[config.mk]
export PLATFORM = sky130hd
export DESIGN_NAME = frac_pll_rate_calculator_core
export DESIGN_NICKNAME = d
export VERILOG_FILES = /design/src/hw/rtl/frpc_pkg.sv /design/src/hw/rtl/frac_pll_rate_calculator_core.sv /design/src/hw/rtl/frpc_cfg.sv /design/src/hw/rtl/frpc_div.sv /design/src/hw/rtl/frpc_ctrl.sv
export VERILOG_INCLUDE_DIRS = /design/src /design/src/hw/rtl
export SDC_FILE = /design/constraint.sdc
export NUM_CORES = 2
export LEC_CHECK = 0
export BUFFER_PORTS_ARGS = -buffer_cell sky130_fd_sc_hd__buf_2
export CORE_MARGIN = 2
export CORE_UTILIZATION = 44
export CTS_CLUSTER_DIAMETER = 50
export DETAILED_ROUTE_END_ITERATION = 7
export HOLD_SLACK_MARGIN = 0.1
export SLEW_MARGIN = 0
export SYNTH_ARGS = -nofsm -noshare
export SYNTH_HDL_FRONTEND = slang
export SYNTH_SLANG_ARGS = --single-unit
[constraint.sdc]
create_clock -name aclk -period 27.5 [get_ports aclk]
set_clock_uncertainty 0.1 [all_clocks]
set_input_delay 1.375 -clock aclk [delete_from_list [all_inputs] [get_ports aclk]]
set_output_delay 1.375 -clock aclk [all_outputs]
set_load 0.02 [all_outputs]
[src/hw/rtl/frac_pll_rate_calculator_core_assert.svh]
// Assertion macros for the RTL files of the rate calculator, used by frpc_div.
`ifndef FRAC_PLL_RATE_CALCULATOR_CORE_ASSERT_SVH
`define FRAC_PLL_RATE_CALCULATOR_CORE_ASSERT_SVH

// Same-cycle implication, disabled while reset is held.
`define FRPC_ASSERT_NOW(label, clk, rst_n, ante, cons, msg) \
    label: assert property (@(posedge clk) disable iff (!(rst_n)) (ante) |-> (cons)) \
        else $error(msg);

// Next-cycle implication, disabled while reset is held.
`define FRPC_ASSERT_NEXT(label, clk, rst_n, ante, cons, msg) \
    label: assert property (@(posedge clk) disable iff (!(rst_n)) (ante) |=> (cons)) \
        else $error(msg);

`endif

[src/hw/rtl/frpc_pkg.sv]
package frpc_pkg;

    // Field widths.
    localparam int PARENT_W = 28;
    localparam int QUAD_W   = 30;
    localparam int TARGET_W = 32;
    localparam int X_W      = 36;
    localparam int FIELD_W  = 27;
    localparam int RATE_W   = 34;
    localparam int UNIT_W   = 11;
    localparam int PROD_W   = 57;
    localparam int SUM_W    = 58;

    // Predivider search length and index width.
    localparam int PDF_STEPS = 16;
    localparam int PDF_W     = 4;

    // Shared divider geometry.
    localparam int DIV_W = 57;
    localparam int DVS_W = 30;
    localparam int CNT_W = 6;

    // Constants of the arithmetic.
    localparam logic [PARENT_W-1:0] PARENT_RESET = 28'd24000000;
    localparam logic [FIELD_W-1:0]  FIXED_MFD    = 27'd999999;
    localparam logic [DVS_W-1:0]    MICRO_UNITS  = 30'd1000000;
    localparam logic [3:0]          MFI_MIN      = 4'd5;
    localparam logic [DIV_W-1:0]    MFI_MAX      = 57'd15;
    localparam logic [RATE_W-1:0]   RATE_MAX     = 34'h3_FFFF_FFFF;

    // Fraction unit floor(4*ref/1000000) equals floor((ref >> 4) / 15625).
    // The reciprocal ceil(2^38/15625) gives an exact quotient for 24-bit operands.
    localparam logic [FIELD_W-1:0]  UNIT_RECIP   = 27'd17592187;
    localparam int                  UNIT_SHIFT   = 38;

    // Configuration register indexes (word address).
    localparam logic REG_REF_FREQ = 1'b0;

    // Operation codes.
    localparam logic OP_ROUND  = 1'b0;
    localparam logic OP_RECALC = 1'b1;

    typedef enum logic [3:0] {
        ST_IDLE,
        ST_UNIT_GO,
        ST_SRCH_GO,
        ST_SRCH_WAIT,
        ST_MFN_GO,
        ST_MFN_WAIT,
        ST_REF_GO,
        ST_REF_WAIT,
        ST_MUL_FRAC,
        ST_FRAC_GO,
        ST_FRAC_WAIT,
        ST_MUL_BASE,
        ST_FINAL
    } state_t;

    typedef struct packed {
        logic                op;
        logic [TARGET_W-1:0] target_rate;
        logic                doubler_on;
        logic [3:0]          pdf_in;
        logic [3:0]          mfi_in;
        logic [FIELD_W-1:0]  mfd_in;
        logic [FIELD_W-1:0]  mfn_in;
    } in_item_t;

    typedef struct packed {
        logic [RATE_W-1:0]  rate_out;
        logic [3:0]         pdf_out;
        logic [3:0]         mfi_out;
        logic [FIELD_W-1:0] mfd_out;
        logic [FIELD_W-1:0] mfn_out;
        logic               invalid;
    } result_t;

    typedef struct packed {
        logic             start;
        logic [DIV_W-1:0] dividend;
        logic [DVS_W-1:0] divisor;
        logic [CNT_W-1:0] steps;
    } div_req_t;

    typedef struct packed {
        logic             done;
        logic [DIV_W-1:0] quotient;
        logic [DVS_W-1:0] remainder;
    } div_resp_t;

endpackage

[src/hw/rtl/frac_pll_rate_calculator_core.sv]
// Fractional-N PLL rate calculator.
// The s_ channel takes one request per transfer: s_tuser selects round (0) or
// recalc (1), s_tdata carries the target rate and the PLL fields. The m_ channel
// returns one result per request: the rate in hertz and the chosen fields in
// m_tdata, the invalid flag in m_tuser. The APB port holds the reference clock
// register at address 0; write it only while no request is in flight.
// All arithmetic runs through one restoring divider, one quotient bit per
// cycle, and one 30x27 multiplier under a sequencer; s_tready is high only
// while the sequencer is idle. A recalc request runs a 30-step and a 57-step
// division. A round request adds a reciprocal multiply for the fraction unit,
// one 36-step division per predivider tried (1 to 16) and a 30-step numerator
// division; invalid requests end earlier. Between consecutive requests the
// sequencer always returns to the idle state.
// A finished result sits in an output register; if the receiver stalls, the
// next request is still taken and runs until its own result is ready, then
// waits for the register to drain. Reset clears the sequencer and the output
// valid and loads the reference clock register with 24 MHz.
module frac_pll_rate_calculator_core (
    input  logic        aclk,
    input  logic        aresetn,
    // Request channel.
    input  logic        s_tvalid,
    output logic        s_tready,
    // s_tdata from bit 0: target_rate[31:0], doubler_on, pdf_in[3:0], mfi_in[3:0],
    // mfd_in[26:0], mfn_in[26:0], one zero pad bit.
    input  logic [95:0] s_tdata,
    // s_tuser: op.
    input  logic        s_tuser,
    // Result channel.
    output logic        m_tvalid,
    input  logic        m_tready,
    // m_tdata from bit 0: rate_out[33:0], pdf_out[3:0], mfi_out[3:0], mfd_out[26:0],
    // mfn_out[26:0].
    output logic [95:0] m_tdata,
    // m_tuser: invalid.
    output logic        m_tuser,
    // Configuration port.
    input  logic        psel,
    input  logic        penable,
    input  logic        pwrite,
    input  logic [2:0]  paddr,
    input  logic [31:0] pwdata,
    output logic [31:0] prdata,
    output logic        pready
);
    import frpc_pkg::*;

    logic [PARENT_W-1:0] ref_freq;
    in_item_t            s_item;
    div_req_t            div_req;
    div_resp_t           div_resp;
    result_t             res;
    logic                res_load;
    logic                out_free;

    result_t             out_reg, out_next;
    logic                m_valid_reg, m_valid_next;

    // Unpack the request transfer.
    assign s_item.op          = s_tuser;
    assign s_item.target_rate = s_tdata[31:0];
    assign s_item.doubler_on  = s_tdata[32];
    assign s_item.pdf_in      = s_tdata[36:33];
    assign s_item.mfi_in      = s_tdata[40:37];
    assign s_item.mfd_in      = s_tdata[67:41];
    assign s_item.mfn_in      = s_tdata[94:68];

    frpc_cfg u_cfg (
        .aclk     (aclk),
        .aresetn  (aresetn),
        .psel     (psel),
        .penable  (penable),
        .pwrite   (pwrite),
        .paddr    (paddr),
        .pwdata   (pwdata),
        .prdata   (prdata),
        .pready   (pready),
        .ref_freq (ref_freq)
    );

    frpc_div u_div (
        .aclk    (aclk),
        .aresetn (aresetn),
        .req     (div_req),
        .resp    (div_resp)
    );

    frpc_ctrl u_ctrl (
        .aclk     (aclk),
        .aresetn  (aresetn),
        .ref_freq (ref_freq),
        .s_valid  (s_tvalid),
        .s_ready  (s_tready),
        .s_item   (s_item),
        .div_req  (div_req),
        .div_resp (div_resp),
        .out_free (out_free),
        .res_load (res_load),
        .res      (res)
    );

    // Output register: loads when empty or being drained in the same cycle.
    assign out_free = !m_valid_reg || m_tready;

    always_comb begin
        out_next     = out_reg;
        m_valid_next = m_valid_reg && !m_tready;
        if (res_load) begin
            out_next     = res;
            m_valid_next = 1'b1;
        end
    end

    always_ff @(posedge aclk) begin
        if (!aresetn) begin
            m_valid_reg <= 1'b0;
        end else begin
            m_valid_reg <= m_valid_next;
        end
    end

    always_ff @(posedge aclk) begin
        out_reg <= out_next;
    end

    // Pack the result transfer.
    assign m_tvalid = m_valid_reg;
    assign m_tdata  = {out_reg.mfn_out, out_reg.mfd_out, out_reg.mfi_out,
                       out_reg.pdf_out, out_reg.rate_out};
    assign m_tuser  = out_reg.invalid;

endmodule

[src/hw/rtl/frpc_cfg.sv]
module frpc_cfg (
    input  logic                          aclk,
    input  logic                          aresetn,
    input  logic                          psel,
    input  logic                          penable,
    input  logic                          pwrite,
    input  logic [2:0]                    paddr,
    input  logic [31:0]                   pwdata,
    output logic [31:0]                   prdata,
    output logic                          pready,
    output logic [frpc_pkg::PARENT_W-1:0] ref_freq
);
    import frpc_pkg::*;

    logic [PARENT_W-1:0] ref_freq_reg;
    logic [PARENT_W-1:0] ref_freq_next;
    logic                wr_hit;

    // A write lands in the access phase of a transfer to the register word.
    assign pready = 1'b1;
    assign wr_hit = psel && penable && pwrite && (paddr[2] == REG_REF_FREQ);

    always_comb begin
        ref_freq_next = ref_freq_reg;
        if (wr_hit) begin
            ref_freq_next = pwdata[PARENT_W-1:0];
        end
    end

    always_ff @(posedge aclk) begin
        if (!aresetn) begin
            ref_freq_reg <= PARENT_RESET;
        end else begin
            ref_freq_reg <= ref_freq_next;
        end
    end

    // Read back the register, zero-extended; other words read as zero.
    always_comb begin
        prdata = '0;
        if (paddr[2] == REG_REF_FREQ) begin
            prdata = {{(32-PARENT_W){1'b0}}, ref_freq_reg};
        end
    end

    assign ref_freq = ref_freq_reg;

endmodule

[src/hw/rtl/frpc_div.sv]
`include "frac_pll_rate_calculator_core_assert.svh"

module frpc_div (
    input  logic                aclk,
    input  logic                aresetn,
    input  frpc_pkg::div_req_t  req,
    output frpc_pkg::div_resp_t resp
);
    import frpc_pkg::*;

    logic             busy_reg, busy_next;
    logic             done_reg, done_next;
    logic [CNT_W-1:0] cnt_reg, cnt_next;
    logic [DVS_W-1:0] dvs_reg, dvs_next;
    logic [DVS_W-1:0] r_reg, r_next;
    logic [DIV_W-1:0] q_reg, q_next;
    logic [DVS_W+1:0] diff;
    logic             neg;

    // One restoring step: trial subtract of the divisor from the shifted remainder.
    assign diff = {1'b0, r_reg, q_reg[DIV_W-1]} - {2'b00, dvs_reg};
    assign neg  = diff[DVS_W+1];

    // The dividend arrives left-aligned, so only the requested number of steps run.
    always_comb begin
        busy_next = busy_reg;
        done_next = 1'b0;
        cnt_next  = cnt_reg;
        dvs_next  = dvs_reg;
        r_next    = r_reg;
        q_next    = q_reg;
        if (req.start) begin
            busy_next = 1'b1;
            cnt_next  = req.steps;
            dvs_next  = req.divisor;
            r_next    = '0;
            q_next    = req.dividend;
        end else if (busy_reg) begin
            r_next   = neg ? {r_reg[DVS_W-2:0], q_reg[DIV_W-1]} : diff[DVS_W-1:0];
            q_next   = {q_reg[DIV_W-2:0], ~neg};
            cnt_next = cnt_reg - 1'b1;
            if (cnt_reg == CNT_W'(1)) begin
                busy_next = 1'b0;
                done_next = 1'b1;
            end
        end
    end

    always_ff @(posedge aclk) begin
        if (!aresetn) begin
            busy_reg <= 1'b0;
            done_reg <= 1'b0;
            cnt_reg  <= '0;
        end else begin
            busy_reg <= busy_next;
            done_reg <= done_next;
            cnt_reg  <= cnt_next;
        end
    end

    always_ff @(posedge aclk) begin
        dvs_reg <= dvs_next;
        r_reg   <= r_next;
        q_reg   <= q_next;
    end

    assign resp.done      = done_reg;
    assign resp.quotient  = q_reg;
    assign resp.remainder = r_reg;

    // The sequencer must never launch a division while one is running.
    `FRPC_ASSERT_NOW(a_start_when_idle, aclk, aresetn, req.start, !busy_reg, "divider started while busy")
    // The completion flag is a single-cycle pulse after the last step.
    `FRPC_ASSERT_NEXT(a_done_pulse, aclk, aresetn, done_reg, !done_reg && !busy_reg, "done longer than one cycle")
    // A running division keeps going until its count reaches the last step.
    `FRPC_ASSERT_NEXT(a_busy_holds, aclk, aresetn, busy_reg && (cnt_reg != CNT_W'(1)) && !req.start, busy_reg && !done_reg, "divider stopped early")

endmodule

[src/hw/rtl/frpc_ctrl.sv]
module frpc_ctrl (
    input  logic                          aclk,
    input  logic                          aresetn,
    input  logic [frpc_pkg::PARENT_W-1:0] ref_freq,
    input  logic                          s_valid,
    output logic                          s_ready,
    input  frpc_pkg::in_item_t            s_item,
    output frpc_pkg::div_req_t            div_req,
    input  frpc_pkg::div_resp_t           div_resp,
    input  logic                          out_free,
    output logic                          res_load,
    output frpc_pkg::result_t             res
);
    import frpc_pkg::*;

    state_t state_reg, state_next;

    logic                op_reg, op_next;
    logic [TARGET_W-1:0] target_reg, target_next;
    logic                dbl_reg, dbl_next;
    logic [PDF_W-1:0]    pdf_reg, pdf_next;
    logic [3:0]          mfi_reg, mfi_next;
    logic [FIELD_W-1:0]  mfd_reg, mfd_next;
    logic [FIELD_W-1:0]  mfn_reg, mfn_next;
    logic [X_W-1:0]      x_reg, x_next;
    logic [UNIT_W-1:0]   unit_reg, unit_next;
    logic [QUAD_W-1:0]   rem_reg, rem_next;
    logic [QUAD_W-1:0]   ref_reg, ref_next;
    logic [PROD_W-1:0]   prod_reg, prod_next;
    logic [RATE_W-1:0]   base_reg, base_next;
    logic                invalid_reg, invalid_next;

    logic                accept;
    logic [QUAD_W-1:0]   quad;
    logic [QUAD_W-1:0]   ref_src;
    logic [FIELD_W-1:0]  mag;
    logic [3:0]          mfi_eff;
    logic [QUAD_W-1:0]   mul_a;
    logic [FIELD_W-1:0]  mul_b;
    logic [PROD_W-1:0]   mul_p;
    logic [UNIT_W-1:0]   unit_calc;
    logic                srch_stop;
    logic                srch_over;
    logic [SUM_W-1:0]    sum;
    logic [RATE_W-1:0]   rate;

    assign accept = s_valid && s_ready;
    assign quad   = {ref_freq, 2'b00};

    // Reference after the doubler: twice the parent, or four times with the doubler on.
    assign ref_src = dbl_reg ? {ref_freq, 2'b00} : {1'b0, ref_freq, 1'b0};

    // Magnitude of the signed numerator field and the clamped multiplier.
    assign mag     = mfn_reg[FIELD_W-1] ? (~mfn_reg + 1'b1) : mfn_reg;
    assign mfi_eff = (mfi_reg < MFI_MIN) ? MFI_MIN : mfi_reg;

    // Shared multiplier: fraction unit by reciprocal, then numerator magnitude,
    // then the integer multiplier.
    assign mul_a = (state_reg == ST_UNIT_GO)
                 ? {{(QUAD_W-PARENT_W+4){1'b0}}, ref_freq[PARENT_W-1:4]} : ref_reg;
    assign mul_b = (state_reg == ST_UNIT_GO)  ? UNIT_RECIP
                 : (state_reg == ST_MUL_BASE) ? {{(FIELD_W-4){1'b0}}, mfi_eff} : mag;
    assign mul_p = {{(PROD_W-QUAD_W){1'b0}}, mul_a} * {{(PROD_W-FIELD_W){1'b0}}, mul_b};
    assign unit_calc = mul_p[UNIT_SHIFT+UNIT_W-1:UNIT_SHIFT];

    // The search ends at the first multiplier of five or more, or at the last predivider.
    assign srch_stop = (div_resp.quotient >= DIV_W'(MFI_MIN))
                    || (pdf_reg == PDF_W'(PDF_STEPS - 1));
    assign srch_over = div_resp.quotient > MFI_MAX;

    // Final combine of integer part and fraction, with clamping at both ends.
    assign sum = {1'b0, prod_reg} + {{(SUM_W-RATE_W){1'b0}}, base_reg};
    always_comb begin
        if (mfn_reg[FIELD_W-1]) begin
            if (prod_reg >= {{(PROD_W-RATE_W){1'b0}}, base_reg}) begin
                rate = '0;
            end else begin
                rate = base_reg - prod_reg[RATE_W-1:0];
            end
        end else if (sum > {{(SUM_W-RATE_W){1'b0}}, RATE_MAX}) begin
            rate = RATE_MAX;
        end else begin
            rate = sum[RATE_W-1:0];
        end
    end

    // Next-state logic of the sequencer.
    always_comb begin
        state_next = state_reg;
        unique case (state_reg)
            ST_IDLE: begin
                if (accept) begin
                    state_next = (s_item.op == OP_RECALC) ? ST_REF_GO : ST_UNIT_GO;
                end
            end
            ST_UNIT_GO: begin
                state_next = (unit_calc == '0) ? ST_FINAL : ST_SRCH_GO;
            end
            ST_SRCH_GO:  state_next = ST_SRCH_WAIT;
            ST_SRCH_WAIT: begin
                if (div_resp.done) begin
                    if (!srch_stop) begin
                        state_next = ST_SRCH_GO;
                    end else begin
                        state_next = srch_over ? ST_FINAL : ST_MFN_GO;
                    end
                end
            end
            ST_MFN_GO:   state_next = ST_MFN_WAIT;
            ST_MFN_WAIT: begin
                if (div_resp.done) begin
                    state_next = ST_REF_GO;
                end
            end
            ST_REF_GO:   state_next = ST_REF_WAIT;
            ST_REF_WAIT: begin
                if (div_resp.done) begin
                    state_next = ST_MUL_FRAC;
                end
            end
            ST_MUL_FRAC: state_next = ST_FRAC_GO;
            ST_FRAC_GO:  state_next = ST_FRAC_WAIT;
            ST_FRAC_WAIT: begin
                if (div_resp.done) begin
                    state_next = ST_MUL_BASE;
                end
            end
            ST_MUL_BASE: state_next = ST_FINAL;
            ST_FINAL: begin
                if (out_free) begin
                    state_next = ST_IDLE;
                end
            end
            default:     state_next = ST_IDLE;
        endcase
    end

    // Outputs of the sequencer: handshake, divider launches and the result.
    always_comb begin
        s_ready          = 1'b0;
        res_load         = 1'b0;
        div_req.start    = 1'b0;
        div_req.dividend = '0;
        div_req.divisor  = '0;
        div_req.steps    = '0;
        unique case (state_reg)
            ST_IDLE: s_ready = 1'b1;
            ST_SRCH_GO: begin
                div_req.start    = 1'b1;
                div_req.dividend = {x_reg, {(DIV_W-X_W){1'b0}}};
                div_req.divisor  = quad;
                div_req.steps    = CNT_W'(X_W);
            end
            ST_MFN_GO: begin
                div_req.start    = 1'b1;
                div_req.dividend = {rem_reg, {(DIV_W-QUAD_W){1'b0}}};
                div_req.divisor  = {{(DVS_W-UNIT_W){1'b0}}, unit_reg};
                div_req.steps    = CNT_W'(QUAD_W);
            end
            ST_REF_GO: begin
                div_req.start    = 1'b1;
                div_req.dividend = {ref_src, {(DIV_W-QUAD_W){1'b0}}};
                div_req.divisor  = {{(DVS_W-PDF_W-1){1'b0}}, {1'b0, pdf_reg} + 1'b1};
                div_req.steps    = CNT_W'(QUAD_W);
            end
            ST_FRAC_GO: begin
                div_req.start    = 1'b1;
                div_req.dividend = prod_reg;
                div_req.divisor  = {{(DVS_W-FIELD_W-1){1'b0}}, {1'b0, mfd_reg} + 1'b1};
                div_req.steps    = CNT_W'(DIV_W);
            end
            ST_FINAL: res_load = out_free;
            default: begin
            end
        endcase
    end

    // Result fields: all zero on an invalid request, settings only for a round request.
    always_comb begin
        res = '0;
        if (invalid_reg) begin
            res.invalid = 1'b1;
        end else begin
            res.rate_out = rate;
            if (op_reg == OP_ROUND) begin
                res.pdf_out = pdf_reg;
                res.mfi_out = mfi_reg;
                res.mfd_out = FIXED_MFD;
                res.mfn_out = mfn_reg;
            end
        end
    end

    // Working registers of the datapath.
    always_comb begin
        op_next      = op_reg;
        target_next  = target_reg;
        dbl_next     = dbl_reg;
        pdf_next     = pdf_reg;
        mfi_next     = mfi_reg;
        mfd_next     = mfd_reg;
        mfn_next     = mfn_reg;
        x_next       = x_reg;
        unit_next    = unit_reg;
        rem_next     = rem_reg;
        ref_next     = ref_reg;
        prod_next    = prod_reg;
        base_next    = base_reg;
        invalid_next = invalid_reg;
        case (state_reg)
            ST_IDLE: begin
                if (accept) begin
                    op_next      = s_item.op;
                    target_next  = s_item.target_rate;
                    dbl_next     = s_item.doubler_on;
                    pdf_next     = (s_item.op == OP_RECALC) ? s_item.pdf_in : '0;
                    mfi_next     = s_item.mfi_in;
                    mfd_next     = s_item.mfd_in;
                    mfn_next     = s_item.mfn_in;
                    x_next       = {{(X_W-TARGET_W){1'b0}}, s_item.target_rate};
                    invalid_next = 1'b0;
                end
            end
            ST_UNIT_GO: begin
                unit_next = unit_calc;
                if (unit_calc == '0) begin
                    invalid_next = 1'b1;
                end
            end
            ST_SRCH_WAIT: begin
                if (div_resp.done) begin
                    if (!srch_stop) begin
                        pdf_next = pdf_reg + 1'b1;
                        x_next   = x_reg + {{(X_W-TARGET_W){1'b0}}, target_reg};
                    end else if (srch_over) begin
                        invalid_next = 1'b1;
                    end else begin
                        mfi_next = div_resp.quotient[3:0];
                        rem_next = div_resp.remainder;
                    end
                end
            end
            ST_MFN_WAIT: begin
                if (div_resp.done) begin
                    mfn_next = div_resp.quotient[FIELD_W-1:0];
                    dbl_next = 1'b1;
                    mfd_next = FIXED_MFD;
                end
            end
            ST_REF_WAIT: begin
                if (div_resp.done) begin
                    ref_next = div_resp.quotient[QUAD_W-1:0];
                end
            end
            ST_MUL_FRAC: prod_next = mul_p;
            ST_FRAC_WAIT: begin
                if (div_resp.done) begin
                    prod_next = div_resp.quotient;
                end
            end
            ST_MUL_BASE: base_next = mul_p[RATE_W-1:0];
            default: begin
            end
        endcase
    end

    always_ff @(posedge aclk) begin
        if (!aresetn) begin
            state_reg <= ST_IDLE;
        end else begin
            state_reg <= state_next;
        end
    end

    always_ff @(posedge aclk) begin
        op_reg      <= op_next;
        target_reg  <= target_next;
        dbl_reg     <= dbl_next;
        pdf_reg     <= pdf_next;
        mfi_reg     <= mfi_next;
        mfd_reg     <= mfd_next;
        mfn_reg     <= mfn_next;
        x_reg       <= x_next;
        unit_reg    <= unit_next;
        rem_reg     <= rem_next;
        ref_reg     <= ref_next;
        prod_reg    <= prod_next;
        base_reg    <= base_next;
        invalid_reg <= invalid_next;
    end

endmodule
## Yosys cells after proc, flatten, opt, wreduce, memory -nomap -nowiden

Cells that the tools add are included.

- Add/subtract/negate cells: 9
- $lt $le $gt $ge: 5
- Multiplexer cells: 67
- Multipliers: 1
- Equality and inequality tests: 25
- Reductions and logical operators: 27
- Bitwise gates (word level): 6

Operators by type and width:

| operator | number |
|---|---|
| $pmux 94 s4 | 1 |
| $mux 27 | 7 |
| $mux 57 | 3 |
| $pmux 57 s2 | 1 |
| $mux 36 | 3 |
| $pmux 27 s2 | 2 |
| $mux 34 | 3 |
| $mux 30 | 3 |
| $mux 4 | 18 |
| $pmux 36 s2 | 1 |
| $add 57x34->58 | 1 |
| $gt 58x34->1 const B | 1 |
| $ge 57x3->1 const B | 1 |
| $ge 57x34->1 | 1 |
| $gt 57x4->1 const B | 1 |
| $mul 30x27->57 | 1 |
| $pmux 4 s13 | 1 |
| $mux 47 | 1 |
| $add 36x32->36 | 1 |
| $sub 34x34->34 | 1 |
| $sub 31x30->32 | 1 |
| $add 27x1->28 const B | 1 |
| $mux 28 | 1 |
| $add 27x1->27 const B | 1 |
| other kinds (33) | 84 |

- Bits of input ports: 139
- Word-level logic and storage cells: 169
- Register bits after elaboration: 550
- Output and inout bits: 132

## Logic depth before layout (Yosys ltp)

- Depth in word-level cells: 9
- Gate-level depth with buffers: 38
- Depth with buffers taken out: 35

## Hierarchy

Synthesis repeated with hierarchy kept, for this count alone.

- Cells, all modules: 6279
- Area, all modules: 58513.6 um^2

Modules (own cells, without submodules):

| module | area an instance (um^2) | cells an instance | seq. area each (um^2) | times used |
|---|---|---|---|---|
| frpc_ctrl | 47355.4 | 5409 | 8938.6 | 1 |
| frpc_div | 6774.0 | 609 | 3373.2 | 1 |
| frac_pll_rate_calculator_core | 2961.6 | 101 | 2932.8 | 1 |
| frpc_cfg | 1422.6 | 160 | 560.5 | 1 |

## Worst setup path before layout

No wires, ideal clock.

- Path kind: reg-to-reg
- Start: register u_ctrl.state_reg[3]
- End: register u_ctrl.prod_reg[54] (data pin)
- Buffers on the path: 4
- Stages on the path, launching flop included: 35
- Period minus slack after synthesis: 9.822 ns
- Arrival: 9.451 ns
- Slack: 17.678 ns
- Library setup time: 0.271 ns
- Data required time: 27.129 ns
- Cell sequence: dfxtp_1 > inv_1 > nor2_1 > nand3_1 > inv_1 > clkbuf_1 > clkbuf_1 > clkbuf_1 > o21ai_1 > nand2_1 > fa_1 > fa_1 > inv_1 > fa_1 > inv_1 > fa_1 > inv_1 > fa_1 > fa_1 > inv_1 > fa_1 > inv_1 > ha_1 > clkbuf_1 > a21oi_1 > o21ai_0 > a21oi_1 > o21ai_0 > a32o_1 > a211oi_1 > o21ai_0 > a21o_1 > a21oi_1 > xor2_1 > o21ai_0

- Cells in the longest elaborated chain, start to end: 5
- Elaborated cells on any way between the ends: 9
- Classes of those cells: mul (1); eq/ne (4); mux (4)

Ends and longest elaborated chain:

| element | line | RTL |
|---|---|---|
| start, declared | frpc_ctrl.sv:16 | `state_t state_reg, state_next;` |
| start signal, assigned | frpc_ctrl.sv:271 | `state_reg <= state_next;` |
| $eq 4x4->1 | frpc_ctrl.sv:62 | `: (state_reg == ST_MUL_BASE) ? {{(FIELD_W-4){1'b0}}, mfi_eff} : mag;` |
| $mux 27 | frpc_ctrl.sv:62 |  |
| $mux 27 | frpc_ctrl.sv:61 | `assign mul_b = (state_reg == ST_UNIT_GO) ? UNIT_RECIP` |
| $mul 30x27->57 | frpc_ctrl.sv:63 | `assign mul_p = {{(PROD_W-QUAD_W){1'b0}}, mul_a} * {{(PROD_W-FIELD_W){1'b0}}, mul_b};` |
| $pmux 57 s2 (*) | frpc_ctrl.sv:210 | `case (state_reg)` |
| named net u_ctrl.prod_next[54] | frpc_ctrl.sv:29 | `logic [PROD_W-1:0] prod_reg, prod_next;` |
| end signal, assigned | frpc_ctrl.sv:287 | `prod_reg <= prod_next;` |
| end, declared | frpc_ctrl.sv:29 |  |

Mark *: on every way through the listed nets, which the timed path passes. The rest lies on a longest branch.
A chain may end at the register's enable or synchronous reset.

## Final worst setup path

- Start: register u_ctrl.state_reg[1]
- End: register u_ctrl.prod_reg[55] (data pin)

The elaborated chain is that of the path after synthesis.

==> flow_summary.ini <==
[finish]
layout-drive-gt1-share = 0.09296
final_nets = 7624
final_cell_mix = 975 x inv_1, 943 x nand2_1, 703 x fa_1
largest_reg_flops = 70
final_common_cell = inv_1
area_delta_synth_final_pct = 8.993

[synth]
netlist_instances = 6316
async_flop_share = 0
yosysWarningCount = 0
yosys.cell_types.count = 88
synth-seq-area-share = 0.2622
syn_avg_cell_area_sq_um = 9.073
synth-edff-count = 453
syn_area_sq_um = 57310
synth-seq-cells = 524
synth_flop_cell = edfxtp_1

[run]
drv_cap = 0

[worst_setup_path]
cp.depth = 32
crit_path_top_delay_cell = dfxtp_1
worstSetupEndpoint = u_ctrl.prod_reg[55]
cp.arrival_ns = 12.43
critPathBufInv = 9
worst-r2r-cell-count = 32
crit_path_max_incr_delay_ns = 0.85
critical_path.startpoint = u_ctrl.state_reg[1]
cp-end-kind = flop
crit_fanout = 42
cp_top_family = adder cells
crit_top_cell = fa_1
regToRegStartpoint = u_ctrl.state_reg[1]
r2r_slack_ns = 15.36
start_kind = flop
r2r-end = u_ctrl.prod_reg[55]
setup.worst_path.class = reg -> reg
required_ns = 27.78

[grt]
grt_overflow = 0
grt_first_pass_wirelength_mm = 295.3
antenna_found_initial = 5
track_usage = 0.2996
grt_max_degree = 102
grt_pass1_vias = 45670

[clock_network]
cts_max_level = 2
cts_root_buffer = clkbuf_16
clk_latency_ns = 0.68
cts-resized-gates = 0
cts.sinks = 524
clk_path_buf_depth = 3
path_clk_slew_ns = 0.06
tritoncts = yes
holdBufCountCts = 0
cts-buffers-inserted = 60
post-cts-setup-buffers = 0

[place]
gp_congestion = 0.9815
dpl.hpwl_mm = 153.3
buffer_ports.inserted = 243

[sta]
hold_viol_final = 0
finalSetupTns_ns = 0
slew_violations = 0
worstMarginPinSlew_ns = 1.329
maxSlewHeadroom = 0.1121
timing.final.crit_share = 0.4416
setup_violations = 0
fmax_mhz = 82.34
rsz0062_at_grt = no
min_period_ns = 12.14

[floorplanning]
pin_count = 271
std_cell_rows = 132
fp.dieH_um = 364.9
die_w_um = 364.9
start_util = 0.4431
core-area_sq_um = 129300
dieArea_sq_um = 133100

[hold_path]
min_path_type = reg -> reg

[route]
wl_mm = 199.3
drt-vias-per-instance = 5.714
drtPass1Iterations = 6
vias = 46920
drc = 0
ant_nets = 0
wire_per_inst_um = 24.27
drt_iter0_drc = 4810

[outcome]
status = finished, final reports clean
## routing by layer
| layer | part of all wire | vias up | track usage |
|---|---|---|---|
| met3 | 0.10 | 384 | 0.07228 |
| li1 | - | 20790 | - |
| met5 | 0.000065 | - | 0 |
| met4 | 0.041 | 2 | 0.1057 |
| met2 | 0.45 | 2251 | 0.4679 |
| met1 | 0.41 | 23490 | 0.4060 |
## area by class of cell
class                           count  area [sq um]
Inverter                          983          3692
Clock buffer                       72          1608
Timing Repair Buffer              358          2079
Multi-Input combinational cell   4491         37440
Antenna cell                        5         12.51
Tap cell                         1742          2180
Fill cell                       12360         66860
Sequential cell                   524         15030
Clock inverter                     37         425.4
## per-stage QoR
step                  util  setup slack (ns)  hold slack, ns  cells  cell area, sq um
finish              0.4830             15.36          0.4055   8212             62460
global route        0.4829             14.83          0.4152   8207             62450
global placement    0.4672             15.65          0.3760   8098             60420
CTS                 0.4829             15.55          0.3979   8207             62450
detailed placement  0.4672             15.60          0.3822   8098             60420
floorplan                -             17.68          0.3367   6334             57380
## synth_stat cells (23+ instances only)
master | instances | share of area
edfxtp_1 | 453 | 0.24
xnor2_1 | 130 | 0.020
a311oi_1 | 23 | 0.0035
inv_1 | 978 | 0.064
and2_1 | 71 | 0.0078
a211oi_1 | 28 | 0.0037
nand3_1 | 106 | 0.0093
mux2i_1 | 64 | 0.011
fa_1 | 703 | 0.25
o21ai_0 | 250 | 0.022
and3_1 | 33 | 0.0036
nor4_1 | 43 | 0.0047
nand2b_1 | 44 | 0.0048
a22oi_1 | 40 | 0.0052
nand4_1 | 46 | 0.0050
o31ai_1 | 30 | 0.0039
mux2_2 | 48 | 0.0094
dfxtp_1 | 71 | 0.025
nor2b_1 | 79 | 0.0086
ha_1 | 364 | 0.079
nand2_1 | 946 | 0.062
xor2_1 | 90 | 0.014
o21bai_1 | 26 | 0.0034
o211ai_1 | 47 | 0.0062
or2_2 | 29 | 0.0032
a21o_1 | 69 | 0.0090
buf_4 | 34 | 0.0045
clkbuf_1 | 260 | 0.017
a31oi_1 | 34 | 0.0037
a21oi_1 | 317 | 0.028
nor2_1 | 540 | 0.035
nor3_1 | 67 | 0.0059
## how the worst min path moves through the flow
| stage | start | cells past startpoint | endpoint |
|---|---|---|---|
| finish | u_div.r_reg[15] | 0 | u_ctrl.rem_reg[15] |
| global route | u_div.r_reg[17] | 0 | u_ctrl.rem_reg[17] |
| CTS | u_div.r_reg[17] | 0 | u_ctrl.rem_reg[17] |
| detailed placement | u_div.r_reg[17] | 0 | u_ctrl.rem_reg[17] |
| global placement | u_div.r_reg[17] | 0 | u_ctrl.rem_reg[17] |
| floorplan | u_div.r_reg[0] | 0 | u_ctrl.rem_reg[0] |
## kinds of logic (layout without fill, tap and decap cells)
group                      after synthesis  in the layout  share of synthesized area
AOI/OAI and AO/OA                     1015           1015                     0.1117
buffers and inverters                 1319           1450                    0.08925
xor gates and xnor gates               220            220                    0.03362
other                                    2             25                  0.0001310
DFF                                    524            524                     0.2622
adders and majority gates             1067           1067                     0.3251
and+or+nand+nor                       2057           2057                     0.1574
muxes                                  112            112                    0.02061
Power is not shown: default switching activity piles up to over one toggle a cycle in this logic, so the estimate is an artifact.
